File: config.mk
export PLATFORM = sky130hd
export DESIGN_NAME = rgb_pixel_gray_invert_mirror
export DESIGN_NICKNAME = d
export VERILOG_FILES = /design/src/rtl/rgbgim_pkg.sv /design/src/rtl/rgb_pixel_gray_invert_mirror.sv /design/src/rtl/rgbgim_front.sv /design/src/rtl/rgbgim_queue.sv /design/src/rtl/rgbgim_back.sv
export SDC_FILE = /design/constraint.sdc
export NUM_CORES = 2
export LEC_CHECK = 0
export BUFFER_PORTS_ARGS = -buffer_cell sky130_fd_sc_hd__buf_2
export CORE_MARGIN = 10
export CORE_UTILIZATION = 60
export CTS_CLUSTER_DIAMETER = 80
export DETAILED_ROUTE_END_ITERATION = 7
export MAX_ROUTING_LAYER = met4
export PLACE_DENSITY = 0.76
export SYNTH_ARGS = -nofsm -noshare
export SYNTH_HDL_FRONTEND = slang
export SYNTH_HIERARCHICAL = 1
export SYNTH_SLANG_ARGS = --single-unit
File: constraint.sdc
create_clock -name clk -period 10.9 [get_ports clk]
set_clock_uncertainty 0.05 [all_clocks]
set_input_delay 1.635 -clock clk [delete_from_list [all_inputs] [get_ports clk]]
set_output_delay 1.635 -clock clk [all_outputs]
set_load 0.02 [all_outputs]
File: src/rtl/rgbgim_pkg.sv
`default_nettype none
// ----------------------------------------------------------------------------
// rgbgim_pkg
// Shared constants and types of the RGB grayscale / inversion / mirror block.
// ----------------------------------------------------------------------------
package rgbgim_pkg;

	// Line buffer geometry and sample width
	localparam int MAX_WIDTH   = 64;
	localparam int ADDR_W      = $clog2(MAX_WIDTH);
	localparam int COUNT_W     = ADDR_W + 1;
	localparam int SAMPLE_BITS = 16;
	localparam int CFG_W       = 16;
	localparam int CFG_IDX_W   = 2;
	localparam int QUEUE_DEPTH = 2;
	localparam int QPTR_W      = $clog2(QUEUE_DEPTH);
	localparam int QCNT_W      = QPTR_W + 1;

	// Luma weights, Q0.16
	localparam logic [15:0] W_RED   = 16'd19589;
	localparam logic [15:0] W_GREEN = 16'd38470;
	localparam logic [15:0] W_BLUE  = 16'd7471;

	// Mode codes
	localparam logic [1:0] MODE_GRAY   = 2'd0;
	localparam logic [1:0] MODE_INV    = 2'd1;
	localparam logic [1:0] MODE_MIRROR = 2'd2;
	localparam logic [1:0] MODE_ALT    = 2'd3;

	// Register indexes
	localparam logic [CFG_IDX_W-1:0] CFG_MODE      = 2'd0;
	localparam logic [CFG_IDX_W-1:0] CFG_ROW_WIDTH = 2'd1;
	localparam logic [CFG_IDX_W-1:0] CFG_MAX_LEVEL = 2'd2;

	// Register reset values
	localparam logic [1:0]         RST_MODE      = MODE_GRAY;
	localparam logic [COUNT_W-1:0] RST_ROW_WIDTH = COUNT_W'(MAX_WIDTH);
	localparam logic [15:0]        RST_MAX_LEVEL = 16'd255;

	// Command passed from front to back
	typedef struct packed {
		logic [1:0]             mode;
		logic [15:0]            red;
		logic [15:0]            green;
		logic [15:0]            blue;
		logic                   last;
		logic [ADDR_W-1:0]      pos;
	} cmd_t;

	// Line buffer write request
	typedef struct packed {
		logic                   en;
		logic [ADDR_W-1:0]      addr;
		logic [47:0]            data;
	} wr_t;

endpackage
`default_nettype wire

File: src/rtl/rgb_pixel_gray_invert_mirror.sv
`default_nettype none
// ----------------------------------------------------------------------------
// rgb_pixel_gray_invert_mirror
// RGB pixel stream processor: grayscale, inversion or horizontal mirror.
// ----------------------------------------------------------------------------
// Pixels enter on the in_valid / in_stall channel and results leave on the
// out_valid / out_stall channel. In grayscale and inversion mode each pixel
// gives one result: the back end pops it from the command queue into its
// command register, then loads the luma sum or inversion into the output
// register, and it pops no new pixel before that load; row_end marks the last
// pixel of each row. In mirror mode a row is stored in a 64-entry line buffer
// and, on its last pixel, emitted last-first, as the sequencer alternates a
// line buffer read with an output register load; input is held off until the
// burst ends. Output stalls hold the sequencer and the output register.
// Registers:
// 0 mode, 1 row width, 2 max level; write them only while the block is idle.
// ----------------------------------------------------------------------------
module rgb_pixel_gray_invert_mirror (
	input  wire logic                               clk,
	input  wire logic                               arst_n,
	input  wire logic                               cfg_we,
	input  wire logic [rgbgim_pkg::CFG_IDX_W-1:0]   cfg_index,
	input  wire logic [rgbgim_pkg::CFG_W-1:0]       cfg_data,
	input  wire logic                               in_valid,
	output logic                                    in_stall,
	input  wire logic [15:0]                        red_in,
	input  wire logic [15:0]                        green_in,
	input  wire logic [15:0]                        blue_in,
	output logic                                    out_valid,
	input  wire logic                               out_stall,
	output logic [15:0]                             red_out,
	output logic [15:0]                             green_out,
	output logic [15:0]                             blue_out,
	output logic                                    row_end
);

	logic [1:0]                        mode_q;
	logic [rgbgim_pkg::COUNT_W-1:0]    row_width_q;
	logic [15:0]                       max_level_q;
	logic                              q_full;
	logic                              q_push;
	logic                              q_pop;
	logic                              q_not_empty;
	rgbgim_pkg::cmd_t                  push_cmd;
	rgbgim_pkg::cmd_t                  head_cmd;
	rgbgim_pkg::wr_t                   wr;
	logic                              burst_done;

	// Configuration registers
	always_ff @(posedge clk or negedge arst_n) begin
		if (!arst_n) begin
			mode_q      <= rgbgim_pkg::RST_MODE;
			row_width_q <= rgbgim_pkg::RST_ROW_WIDTH;
			max_level_q <= rgbgim_pkg::RST_MAX_LEVEL;
		end else if (cfg_we) begin
			unique case (cfg_index)
				rgbgim_pkg::CFG_MODE: begin
					mode_q <= cfg_data[1:0];
				end
				rgbgim_pkg::CFG_ROW_WIDTH: begin
					row_width_q <= cfg_data[rgbgim_pkg::COUNT_W-1:0];
				end
				rgbgim_pkg::CFG_MAX_LEVEL: begin
					max_level_q <= cfg_data[15:0];
				end
				default: begin
					mode_q <= mode_q;
				end
			endcase
		end
	end

	rgbgim_front u_front (
		.clk        (clk),
		.arst_n     (arst_n),
		.in_valid   (in_valid),
		.in_stall   (in_stall),
		.red_in     (red_in),
		.green_in   (green_in),
		.blue_in    (blue_in),
		.mode       (mode_q),
		.row_width  (row_width_q),
		.q_full     (q_full),
		.q_push     (q_push),
		.cmd        (push_cmd),
		.wr         (wr),
		.burst_done (burst_done)
	);

	rgbgim_queue u_queue (
		.clk        (clk),
		.arst_n     (arst_n),
		.push       (q_push),
		.push_cmd   (push_cmd),
		.full       (q_full),
		.pop        (q_pop),
		.head       (head_cmd),
		.not_empty  (q_not_empty)
	);

	rgbgim_back u_back (
		.clk        (clk),
		.arst_n     (arst_n),
		.cmd        (head_cmd),
		.cmd_valid  (q_not_empty),
		.cmd_pop    (q_pop),
		.wr         (wr),
		.max_level  (max_level_q),
		.burst_done (burst_done),
		.out_valid  (out_valid),
		.out_stall  (out_stall),
		.red_out    (red_out),
		.green_out  (green_out),
		.blue_out   (blue_out),
		.row_end    (row_end)
	);

endmodule
`default_nettype wire

File: src/rtl/rgbgim_front.sv
`default_nettype none
// ----------------------------------------------------------------------------
// rgbgim_front
// Accepts pixels, tracks the column, writes the line buffer and issues
// commands to the back end. Holds off input during a mirror burst.
// ----------------------------------------------------------------------------
module rgbgim_front (
	input  wire logic                            clk,
	input  wire logic                            arst_n,
	input  wire logic                            in_valid,
	output logic                                 in_stall,
	input  wire logic [15:0]                     red_in,
	input  wire logic [15:0]                     green_in,
	input  wire logic [15:0]                     blue_in,
	input  wire logic [1:0]                      mode,
	input  wire logic [rgbgim_pkg::COUNT_W-1:0]  row_width,
	input  wire logic                            q_full,
	output logic                                 q_push,
	output rgbgim_pkg::cmd_t                     cmd,
	output rgbgim_pkg::wr_t                      wr,
	input  wire logic                            burst_done
);

	logic [rgbgim_pkg::ADDR_W-1:0]  pos_q;
	logic                           busy_q;
	logic [rgbgim_pkg::COUNT_W-1:0] n;
	logic [rgbgim_pkg::COUNT_W-1:0] eff_width;
	logic                           last;
	logic                           accept;
	logic                           is_mirror;

	// Clamp row width into 1..MAX_WIDTH
	always_comb begin
		if (row_width == '0) begin
			eff_width = rgbgim_pkg::COUNT_W'(1);
		end else if (row_width > rgbgim_pkg::COUNT_W'(rgbgim_pkg::MAX_WIDTH)) begin
			eff_width = rgbgim_pkg::COUNT_W'(rgbgim_pkg::MAX_WIDTH);
		end else begin
			eff_width = row_width;
		end
	end

	assign n         = {1'b0, pos_q} + rgbgim_pkg::COUNT_W'(1);
	assign last      = (n >= eff_width);
	assign is_mirror = (mode == rgbgim_pkg::MODE_MIRROR) || (mode == rgbgim_pkg::MODE_ALT);
	assign in_stall  = busy_q || q_full;
	assign accept    = in_valid && !in_stall;

	// Issue a command for every pixel that yields results
	assign q_push    = accept && (!is_mirror || last);
	assign cmd.mode  = mode;
	assign cmd.red   = red_in;
	assign cmd.green = green_in;
	assign cmd.blue  = blue_in;
	assign cmd.last  = last;
	assign cmd.pos   = pos_q;

	// Store every incoming pixel unmodified
	assign wr.en   = accept;
	assign wr.addr = pos_q;
	assign wr.data = {red_in, green_in, blue_in};

	// Advance the column; hold input while a mirror burst drains
	always_ff @(posedge clk or negedge arst_n) begin
		if (!arst_n) begin
			pos_q  <= '0;
			busy_q <= 1'b0;
		end else begin
			if (accept) begin
				pos_q <= last ? '0 : n[rgbgim_pkg::ADDR_W-1:0];
			end
			if (q_push && is_mirror) begin
				busy_q <= 1'b1;
			end else if (burst_done) begin
				busy_q <= 1'b0;
			end
		end
	end

endmodule
`default_nettype wire

File: src/rtl/rgbgim_queue.sv
`default_nettype none
// ----------------------------------------------------------------------------
// rgbgim_queue
// Short command queue between the front and back ends.
// ----------------------------------------------------------------------------
module rgbgim_queue (
	input  wire logic              clk,
	input  wire logic              arst_n,
	input  wire logic              push,
	input  wire rgbgim_pkg::cmd_t  push_cmd,
	output logic                   full,
	input  wire logic              pop,
	output rgbgim_pkg::cmd_t       head,
	output logic                   not_empty
);

	rgbgim_pkg::cmd_t                 entry_q [rgbgim_pkg::QUEUE_DEPTH];
	logic [rgbgim_pkg::QPTR_W-1:0]    wptr_q;
	logic [rgbgim_pkg::QPTR_W-1:0]    rptr_q;
	logic [rgbgim_pkg::QCNT_W-1:0]    count_q;
	logic                             do_push;
	logic                             do_pop;

	assign full      = (count_q == rgbgim_pkg::QCNT_W'(rgbgim_pkg::QUEUE_DEPTH));
	assign not_empty = (count_q != '0);
	assign do_push   = push && !full;
	assign do_pop    = pop && not_empty;
	assign head      = entry_q[rptr_q];

	// Store requests
	always_ff @(posedge clk) begin
		if (do_push) begin
			entry_q[wptr_q] <= push_cmd;
		end
	end

	// Advance pointers and count
	always_ff @(posedge clk or negedge arst_n) begin
		if (!arst_n) begin
			wptr_q  <= '0;
			rptr_q  <= '0;
			count_q <= '0;
		end else begin
			if (do_push) begin
				wptr_q <= wptr_q + rgbgim_pkg::QPTR_W'(1);
			end
			if (do_pop) begin
				rptr_q <= rptr_q + rgbgim_pkg::QPTR_W'(1);
			end
			if (do_push && !do_pop) begin
				count_q <= count_q + rgbgim_pkg::QCNT_W'(1);
			end else if (do_pop && !do_push) begin
				count_q <= count_q - rgbgim_pkg::QCNT_W'(1);
			end
		end
	end

endmodule
`default_nettype wire

File: src/rtl/rgbgim_back.sv
`default_nettype none
// ----------------------------------------------------------------------------
// rgbgim_back
// Carries out commands: luma, inversion, or reverse read-out of the line
// buffer. Owns the line buffer and the output register.
// ----------------------------------------------------------------------------
module rgbgim_back (
	input  wire logic              clk,
	input  wire logic              arst_n,
	input  wire rgbgim_pkg::cmd_t  cmd,
	input  wire logic              cmd_valid,
	output logic                   cmd_pop,
	input  wire rgbgim_pkg::wr_t   wr,
	input  wire logic [15:0]       max_level,
	output logic                   burst_done,
	output logic                   out_valid,
	input  wire logic              out_stall,
	output logic [15:0]            red_out,
	output logic [15:0]            green_out,
	output logic [15:0]            blue_out,
	output logic                   row_end
);

	localparam logic [2:0] ST_IDLE = 3'd0;
	localparam logic [2:0] ST_GRAY = 3'd1;
	localparam logic [2:0] ST_INV  = 3'd2;
	localparam logic [2:0] ST_MRD  = 3'd3;
	localparam logic [2:0] ST_MWR  = 3'd4;

	logic [2:0]                     state_q;
	rgbgim_pkg::cmd_t               cmd_q;
	logic [31:0]                    prod_r_q;
	logic [31:0]                    prod_g_q;
	logic [31:0]                    prod_b_q;
	logic [33:0]                    luma_sum;
	logic [rgbgim_pkg::ADDR_W-1:0]  addr_q;
	logic [47:0]                    mem_q [rgbgim_pkg::MAX_WIDTH];
	logic [47:0]                    rd_q;
	logic                           out_valid_q;
	logic [15:0]                    red_q;
	logic [15:0]                    green_q;
	logic [15:0]                    blue_q;
	logic                           row_end_q;
	logic                           out_free;
	logic                           is_mirror;
	logic [15:0]                    inv_r;
	logic [15:0]                    inv_g;
	logic [15:0]                    inv_b;

	// Line buffer: one write port, one registered read port
	always_ff @(posedge clk) begin
		if (wr.en) begin
			mem_q[wr.addr] <= wr.data;
		end
		rd_q <= mem_q[addr_q];
	end

	assign out_free  = !out_valid_q || !out_stall;
	assign is_mirror = (cmd.mode == rgbgim_pkg::MODE_MIRROR) ||
	                   (cmd.mode == rgbgim_pkg::MODE_ALT);
	assign cmd_pop   = (state_q == ST_IDLE) && cmd_valid;
	assign luma_sum  = {2'b00, prod_r_q} + {2'b00, prod_g_q} + {2'b00, prod_b_q};

	// Invert against max level, floor at zero
	assign inv_r = (max_level > cmd_q.red)   ? (max_level - cmd_q.red)   : '0;
	assign inv_g = (max_level > cmd_q.green) ? (max_level - cmd_q.green) : '0;
	assign inv_b = (max_level > cmd_q.blue)  ? (max_level - cmd_q.blue)  : '0;

	assign burst_done = (state_q == ST_MWR) && out_free && (addr_q == '0);

	// Luma products, one multiplier per channel
	always_ff @(posedge clk) begin
		if (cmd_pop) begin
			cmd_q    <= cmd;
			prod_r_q <= cmd.red   * rgbgim_pkg::W_RED;
			prod_g_q <= cmd.green * rgbgim_pkg::W_GREEN;
			prod_b_q <= cmd.blue  * rgbgim_pkg::W_BLUE;
		end
	end

	// Sequencer
	always_ff @(posedge clk or negedge arst_n) begin
		if (!arst_n) begin
			state_q <= ST_IDLE;
			addr_q  <= '0;
		end else begin
			unique case (state_q)
				ST_IDLE: begin
					if (cmd_valid) begin
						if (is_mirror) begin
							addr_q  <= cmd.pos;
							state_q <= ST_MRD;
						end else if (cmd.mode == rgbgim_pkg::MODE_INV) begin
							state_q <= ST_INV;
						end else begin
							state_q <= ST_GRAY;
						end
					end
				end
				ST_GRAY, ST_INV: begin
					if (out_free) begin
						state_q <= ST_IDLE;
					end
				end
				ST_MRD: begin
					state_q <= ST_MWR;
				end
				ST_MWR: begin
					if (out_free) begin
						if (addr_q == '0) begin
							state_q <= ST_IDLE;
						end else begin
							addr_q  <= addr_q - rgbgim_pkg::ADDR_W'(1);
							state_q <= ST_MRD;
						end
					end
				end
				default: begin
					state_q <= ST_IDLE;
				end
			endcase
		end
	end

	// Output register valid
	always_ff @(posedge clk or negedge arst_n) begin
		if (!arst_n) begin
			out_valid_q <= 1'b0;
		end else if (out_free) begin
			out_valid_q <= (state_q == ST_GRAY) || (state_q == ST_INV) ||
			               (state_q == ST_MWR);
		end
	end

	// Output register payload
	always_ff @(posedge clk) begin
		if (out_free) begin
			case (state_q)
				ST_GRAY: begin
					red_q     <= luma_sum[31:16];
					green_q   <= luma_sum[31:16];
					blue_q    <= luma_sum[31:16];
					row_end_q <= cmd_q.last;
				end
				ST_INV: begin
					red_q     <= inv_r;
					green_q   <= inv_g;
					blue_q    <= inv_b;
					row_end_q <= cmd_q.last;
				end
				ST_MWR: begin
					red_q     <= rd_q[47:32];
					green_q   <= rd_q[31:16];
					blue_q    <= rd_q[15:0];
					row_end_q <= (addr_q == '0);
				end
				default: begin
					row_end_q <= row_end_q;
				end
			endcase
		end
	end

	assign out_valid = out_valid_q;
	assign red_out   = red_q;
	assign green_out = green_q;
	assign blue_out  = blue_q;
	assign row_end   = row_end_q;

endmodule
`default_nettype wire

-- After elaboration in Yosys (flattened, before gate mapping)
Memory sizes are Yosys's and may differ from the RTL's. A register that Yosys moved wholly into a read port is not among the register bits.
Cells that the tools add are included.
- register bits: 235
- bits in latches: 0
- bits in writable memories: 3186
- memory bits (read-only): 0
- input port bits: 71
- output and inout bits: 51
- word-level logic and storage cells: 132
- memories: 2
- memory list (memory ; depth ; bits a word ; read ports ; clocked after memory_dff ; wr ports ; RTL line ; source):
    u_back.mem_q ; 64 ; 48 ; 1 ; 1 ; 1 ; rgbgim_back.sv:37 ; logic [47:0] mem_q [rgbgim_pkg::MAX_WIDTH];
    u_queue.entry_q ; 2 ; 57 ; 1 ; 0 ; 1 ; rgbgim_queue.sv:17 ; rgbgim_pkg::cmd_t entry_q [rgbgim_pkg::QUEUE_DEPTH];
- add/subtract/negate cells: 11
- multiply operators: 3
- div/mod/pow operators: 0
- $lt $le $gt $ge: 5
- equality and inequality tests: 17
- shift operators: 0
- multiplexer cells: 30
- bitwise gates (word level): 0
- reduce and logical (&&, ||, !) cells: 42
- operators by type and width (operator ; number):
    $pmux 16 s3 ; 3
    $mul 16x15->31 const B ; 2
    $gt 16x16->1 ; 3
    $mux 16 ; 3
    $sub 16x16->16 ; 3
    $add 31x32->32 ; 1
    $add 32x29->32 ; 1
    $mux 6 ; 5
    $mul 16x13->29 const B ; 1
    $mux 7 ; 2
    $eq 2x2->1 const B ; 6
    $mux 3 ; 4
    $pmux 3 s4 ; 1
    $pmux 6 s2 ; 1
    $logic_and 1x1->1 ; 10
    $reduce_and 2->1 ; 5
    $reduce_bool 2->1 ; 5
    $mux 2 ; 4
    $ne 2x1->1 const B ; 4
    $add 6x1->7 const B ; 1
    $ge 7x7->1 ; 1
    $gt 7x7->1 const B ; 1
    $logic_not 1->1 ; 7
    $logic_not 7->1 ; 1
    other kinds (19) ; 33

-- Longest topological paths before layout
- word-level depth: 11
- mapped depth: 23
- mapped depth without buffers: 21

-- Hierarchy
Netlist, hierarchy kept.
- modules (own cells, without submodules) (module ; times used ; cells each ; area an instance (um^2) ; seq. area each (um^2)):
    rgbgim_back ; 1 ; 6558 ; 139608.9 ; 99015.0
    rgbgim_queue ; 1 ; 196 ; 4386.7 ; 3523.4
    rgbgim_front ; 1 ; 169 ; 1387.6 ; 175.2
    rgb_pixel_gray_invert_mirror ; 1 ; 54 ; 1006.0 ; 636.9

-- Worst setup path after synthesis
Ideal clock, no wire load.
- path type: in2reg
- start: input in_valid
- end: memory u_back.mem_q[48][0] (enable)
- library setup time: 513 ps
- arrival: 5685 ps
- required time: 10337 ps
- slack: 4652 ps
- cell stages on the path: 6
- buffers on the path: 1
- cells stage by stage: nand2_1 inv_1 buf_4 nor2b_1 nand4b_1 nor3_1
- cells in the longest elaborated chain, start to end: 3
- RTL lines (what ; RTL line ; source):
    start: declaration ; rgb_pixel_gray_invert_mirror.sv:24 ; input wire logic in_valid,
    $logic_and 1x1->1 ; rgbgim_front.sv:47 ; assign accept = in_valid && !in_stall;
    via u_front.accept ; rgbgim_front.sv:29 ; logic accept;
    $mux 1 ; rgbgim_back.sv:52 ; if (wr.en) begin
    $mux 1 (implied by the code) ; rgbgim_back.sv:53 ; mem_q[wr.addr] <= wr.data;
    end: declaration ; rgbgim_back.sv:37 ;
The timed path passes the listed nets, and every way through them passes these cells.

==> reports/qor.log <==
INFO  sta            achievable-frequency=137MHz
INFO  synthesis      synth.largest_area_cell=sky130_fd_sc_hd__edfxtp_1
INFO  clock_network  clock-sinks=3465
INFO  sta            report.final.setup_viol=0
INFO  cells_and_area finalNetCount=7946
INFO  sta            slew_margin_rel=0.0797
INFO  worst_setup_path nature_of_the_critical_path_startpoint=flip-flop
INFO  routing        route.detailed.drc=0
INFO  floorplanning  fp.dieH=514um
INFO  routing        first_pass_iters=7
INFO  synthesis      ys_dominant_reg_cell=sky130_fd_sc_hd__edfxtp_1
INFO  power          clock_power_share=0.204
INFO  cells_and_area fraction_of_final_layout_cells_with_drive_strength_greater_than_1=0.261
INFO  power          pwr_total=58.4mW
INFO  sta            slew_violations=0
INFO  worst_setup_path timing.setup.critical_path_class=reg2reg
INFO  routing        total_routed_length=420mm
INFO  clock_network  clockRootBuffer=sky130_fd_sc_hd__clkbuf_16
INFO  clock_network  setup_fix_buffers_added_after_clock_tree_synthesis=0
INFO  synthesis      netlist_area=146000um^2
INFO  clock_network  cts-hold-fix-buffers=0
INFO  power          comb_power_share=0.495
INFO  synthesis      synth_top_cells_by_area=sky130_fd_sc_hd__edfxtp_1 69%, sky130_fd_sc_hd__mux4_2 16%, sky130_fd_sc_hd__ha_1 3.8%
INFO  routing        ant_nets=0
INFO  clock_network  tritoncts=done
INFO  place          placedCellCount=10100
INFO  floorplanning  core_area=243000um^2
INFO  synthesis      synth_most_common_cell=sky130_fd_sc_hd__edfxtp_1
INFO  power          total_switching_power=22.2mW
INFO  worst_setup_path critical_path_data_arrival_time=7.95ns
INFO  hold_path      min-delay-path-class=reg2reg
INFO  grt            grt_start_max_net_pins=144
INFO  power          power_switching_share=0.380
INFO  power          cellLeakagePower=54.6nW
INFO  grt            antenna_found_initial=46
INFO  routing        wl_per_instance=39.2um
INFO  clock_network  worstSkewPairLatency=1.03ns
INFO  grt            track_usage=0.327
INFO  floorplanning  floorplan.io_pins=122
INFO  cells_and_area layout-area-overhead-vs-synth=10.6%
INFO  sta            worst_slew_pin_slew=1.38ns
INFO  synthesis      post_synth_num_cell_types=80
INFO  power          seqPwrFrac=0.301
INFO  worst_setup_path critical_path_required=11.54ns
INFO  clock_network  clk_pin_slew_worst_paths=0.06ns
INFO  synthesis      synth.net_count=7696
INFO  synthesis      ys_ff_latch=3465
INFO  clock_network  clock_tree.buffer_depth=4
INFO  cells_and_area instances_no_fill=10700
INFO  worst_setup_path critical_path_peak_fanout=37
INFO  sta            final_hold_viol_count=0
INFO  synthesis      synth.yosys.seq_area_share=0.706
INFO  clock_network  numCtsBuffers=354
INFO  grt            gr-usage-met1=0.417
INFO  grt            grt_util_met2=0.497
INFO  floorplanning  initial_core_util=0.602
INFO  synthesis      number_of_synthesized_flops_with_an_enable_pin=3371
INFO  place          routabilityCongestion=0.927
INFO  sta            final.period_utilization=0.671
INFO  routing        initialDrtViolationCount=13000
INFO  synthesis      synth_area_per_cell=21.0um^2
INFO  place          port_buffers=121
INFO  grt            grt_pass1_wl=589mm
INFO  place          dp.final_hpwl=222mm
INFO  synthesis      syn-instance-count=6977
INFO  synthesis      yosys_warnings=6
INFO  grt            grt.busiest_layer=met2
INFO  floorplanning  placementRows=181
INFO  routing        detail_route.vias_per_cell=7.05
INFO  power          intPower=36.2mW
INFO  floorplanning  die_w=514um
INFO  worst_setup_path endpoint_kind=flip-flop
INFO  run_status     outcome=complete, no violations
INFO  clock_network  ctsResizeCount=0
INFO  clock_network  ctsHtreeMaxLevel=5
INFO  power          power_density=361nW/um^2
INFO  flow_run       cap_violations=0
INFO  routing        total_number_of_vias=75600
INFO  synthesis      synth-async-reset-ratio=0.0133
INFO  synthesis      synth.cells.most_frequent=3371 x sky130_fd_sc_hd__edfxtp_1, 1008 x sky130_fd_sc_hd__mux4_2, 446 x sky130_fd_sc_hd__ha_1
INFO  grt            globalRouteMet3Util=0.0953
INFO  sta            fin_crit=7.31ns
INFO  grt            first_global_vias=76400
INFO  sta            final.setup.tns=0ns
INFO  grt            total_overflow_reported_by_the_global_router=0
INFO  sta            grt_setup_unrepaired=no
INFO  power          vdd_ir_drop_max=0.773mV
INFO  synthesis      yosys.area.top_type_share=0.691
INFO  floorplanning  dieArea=264000um^2
[final timing paths]
| check | from | cells after the start | slack, ns | endpoint |
|---|---|---|---|---|
| setup / recovery | u_queue/rptr_q | 22 | 3.59 | u_back/prod_g_q[28] |
| max in group asynchronous | arst_n | 2 | 9.46 | u_back/addr_q[2] |
| hold / removal | mode_q[0] | 0 | 0.43 | u_queue/entry_q[1][55] |
| min in group asynchronous | arst_n | 2 | 0.72 | max_level_q[13] |
| hold reg to reg | mode_q[0] | 0 | 0.43 | u_queue/entry_q[1][55] |
| setup reg to reg | u_queue/rptr_q | 22 | 3.59 | u_back/prod_g_q[28] |
[critical path, cell delays in order (launching register included)]
cell and delay, ns:
sky130_fd_sc_hd__dfrtp_4 0.66, sky130_fd_sc_hd__buf_4 0.58, sky130_fd_sc_hd__mux2_2 0.52, sky130_fd_sc_hd__ha_1 0.33
sky130_fd_sc_hd__ha_1 0.27, sky130_fd_sc_hd__inv_1 0.05, sky130_fd_sc_hd__fa_1 0.50, sky130_fd_sc_hd__inv_1 0.05
sky130_fd_sc_hd__fa_1 0.48, sky130_fd_sc_hd__fa_1 0.49, sky130_fd_sc_hd__inv_1 0.05, sky130_fd_sc_hd__fa_1 0.47
sky130_fd_sc_hd__inv_1 0.04, sky130_fd_sc_hd__ha_1 0.33, sky130_fd_sc_hd__a21oi_1 0.21, sky130_fd_sc_hd__o22ai_1 0.14
sky130_fd_sc_hd__a2111oi_0 0.48, sky130_fd_sc_hd__o21ai_1 0.21, sky130_fd_sc_hd__o221ai_1 0.34, sky130_fd_sc_hd__o22ai_1 0.16
sky130_fd_sc_hd__a211oi_2 0.26, sky130_fd_sc_hd__o21ai_0 0.17, sky130_fd_sc_hd__xor2_1 0.17
[stage by stage]
| step | util | setup WS [ns] | area [um^2] | hold WS, ns |
|---|---|---|---|---|
| global route | 0.666 | 3.07 | 162000 | 0.464 |
| finish | 0.667 | 3.59 | 162000 | 0.434 |
| floorplan | - | 4.65 | 146000 | 0.406 |
| global placement | 0.620 | 3.58 | 151000 | 0.416 |
| CTS | 0.666 | 3.59 | 162000 | 0.433 |
| detailed placement | 0.620 | 3.64 | 151000 | 0.422 |
[layout by cell type, fill, tap and decap left out, types with 17 or more instances in the layout]
cell type and instances:
sky130_fd_sc_hd__edfxtp_1 3371, sky130_fd_sc_hd__mux4_2 1008, sky130_fd_sc_hd__ha_1 446, sky130_fd_sc_hd__inv_1 409
sky130_fd_sc_hd__clkbuf_16 358, sky130_fd_sc_hd__fa_1 202, sky130_fd_sc_hd__buf_4 134, sky130_fd_sc_hd__buf_2 121
sky130_fd_sc_hd__a21oi_1 114, sky130_fd_sc_hd__nor2_1 93, sky130_fd_sc_hd__xnor2_1 91, sky130_fd_sc_hd__nand2_1 85
sky130_fd_sc_hd__clkbuf_1 80, sky130_fd_sc_hd__o21ai_0 73, sky130_fd_sc_hd__nor2_4 64, sky130_fd_sc_hd__clkinv_2 57
sky130_fd_sc_hd__a21o_1 54, sky130_fd_sc_hd__mux2_2 52, sky130_fd_sc_hd__a221o_1 48, sky130_fd_sc_hd__dfxtp_1 48
sky130_fd_sc_hd__clkinv_1 45, sky130_fd_sc_hd__xor2_1 34, sky130_fd_sc_hd__nand3_1 33, sky130_fd_sc_hd__mux2_4 30
sky130_fd_sc_hd__dfrtp_1 30, sky130_fd_sc_hd__bufinv_16 29, sky130_fd_sc_hd__o21a_1 28, sky130_fd_sc_hd__diode_2 27
sky130_fd_sc_hd__nand2b_1 27, sky130_fd_sc_hd__nor3_1 26, sky130_fd_sc_hd__and3_1 19, sky130_fd_sc_hd__nor2b_1 18
sky130_fd_sc_hd__clkbuf_8 17, sky130_fd_sc_hd__nand4_1 17
[power groups by stage]
stage               sequential [mW]  combinational [mW]  clock [mW]
floorplan                      17.2                21.5           0
global placement               17.8                27.9           0
detailed placement             17.8                28.3           0
CTS                            17.6                28.8        12.0
global route                   17.6                31.7        12.5
finish                         17.6                28.9        11.9
[final cells by class]
class                      count  area, um^2
multi-input combinational   2735       40100
clock buffer                 455        9490
inverter                     409        1540
tap                         3202        4010
clock inverter               164        1640
sequential                  3465      103000
timing repair buffer         262        1750
fill                       14700       81000
antenna                       27        67.6
[routing by layer]
metal | wire length [um] | vias to the layer above
met5 | 0 | -
met4 | 22400 | 0
met3 | 58200 | 1198
met2 | 199000 | 5955
met1 | 140000 | 39500
li1 | - | 28900
[sequential cells by signal, summed over array words and instances (netlist names), 28 cells and up]
register / flops
u_back/cmd_q: 49
u_back/prod_b_q: 28
u_back/prod_r_q: 29
u_back/mem_q: 3072
u_back/rd_q: 48
u_queue/entry_q: 114
u_back/prod_g_q: 30
[cell families after synthesis]
kind of cell    Yosys count  synth area share
fa+ha+maj               648            0.0657
simple gates            429            0.0141
mux                    1095             0.162
compound gates          438            0.0207
xor+xnor                125           0.00748
flops                  3465             0.706
buf+inv                 777            0.0236
Power figures use the tool's default switching activity.
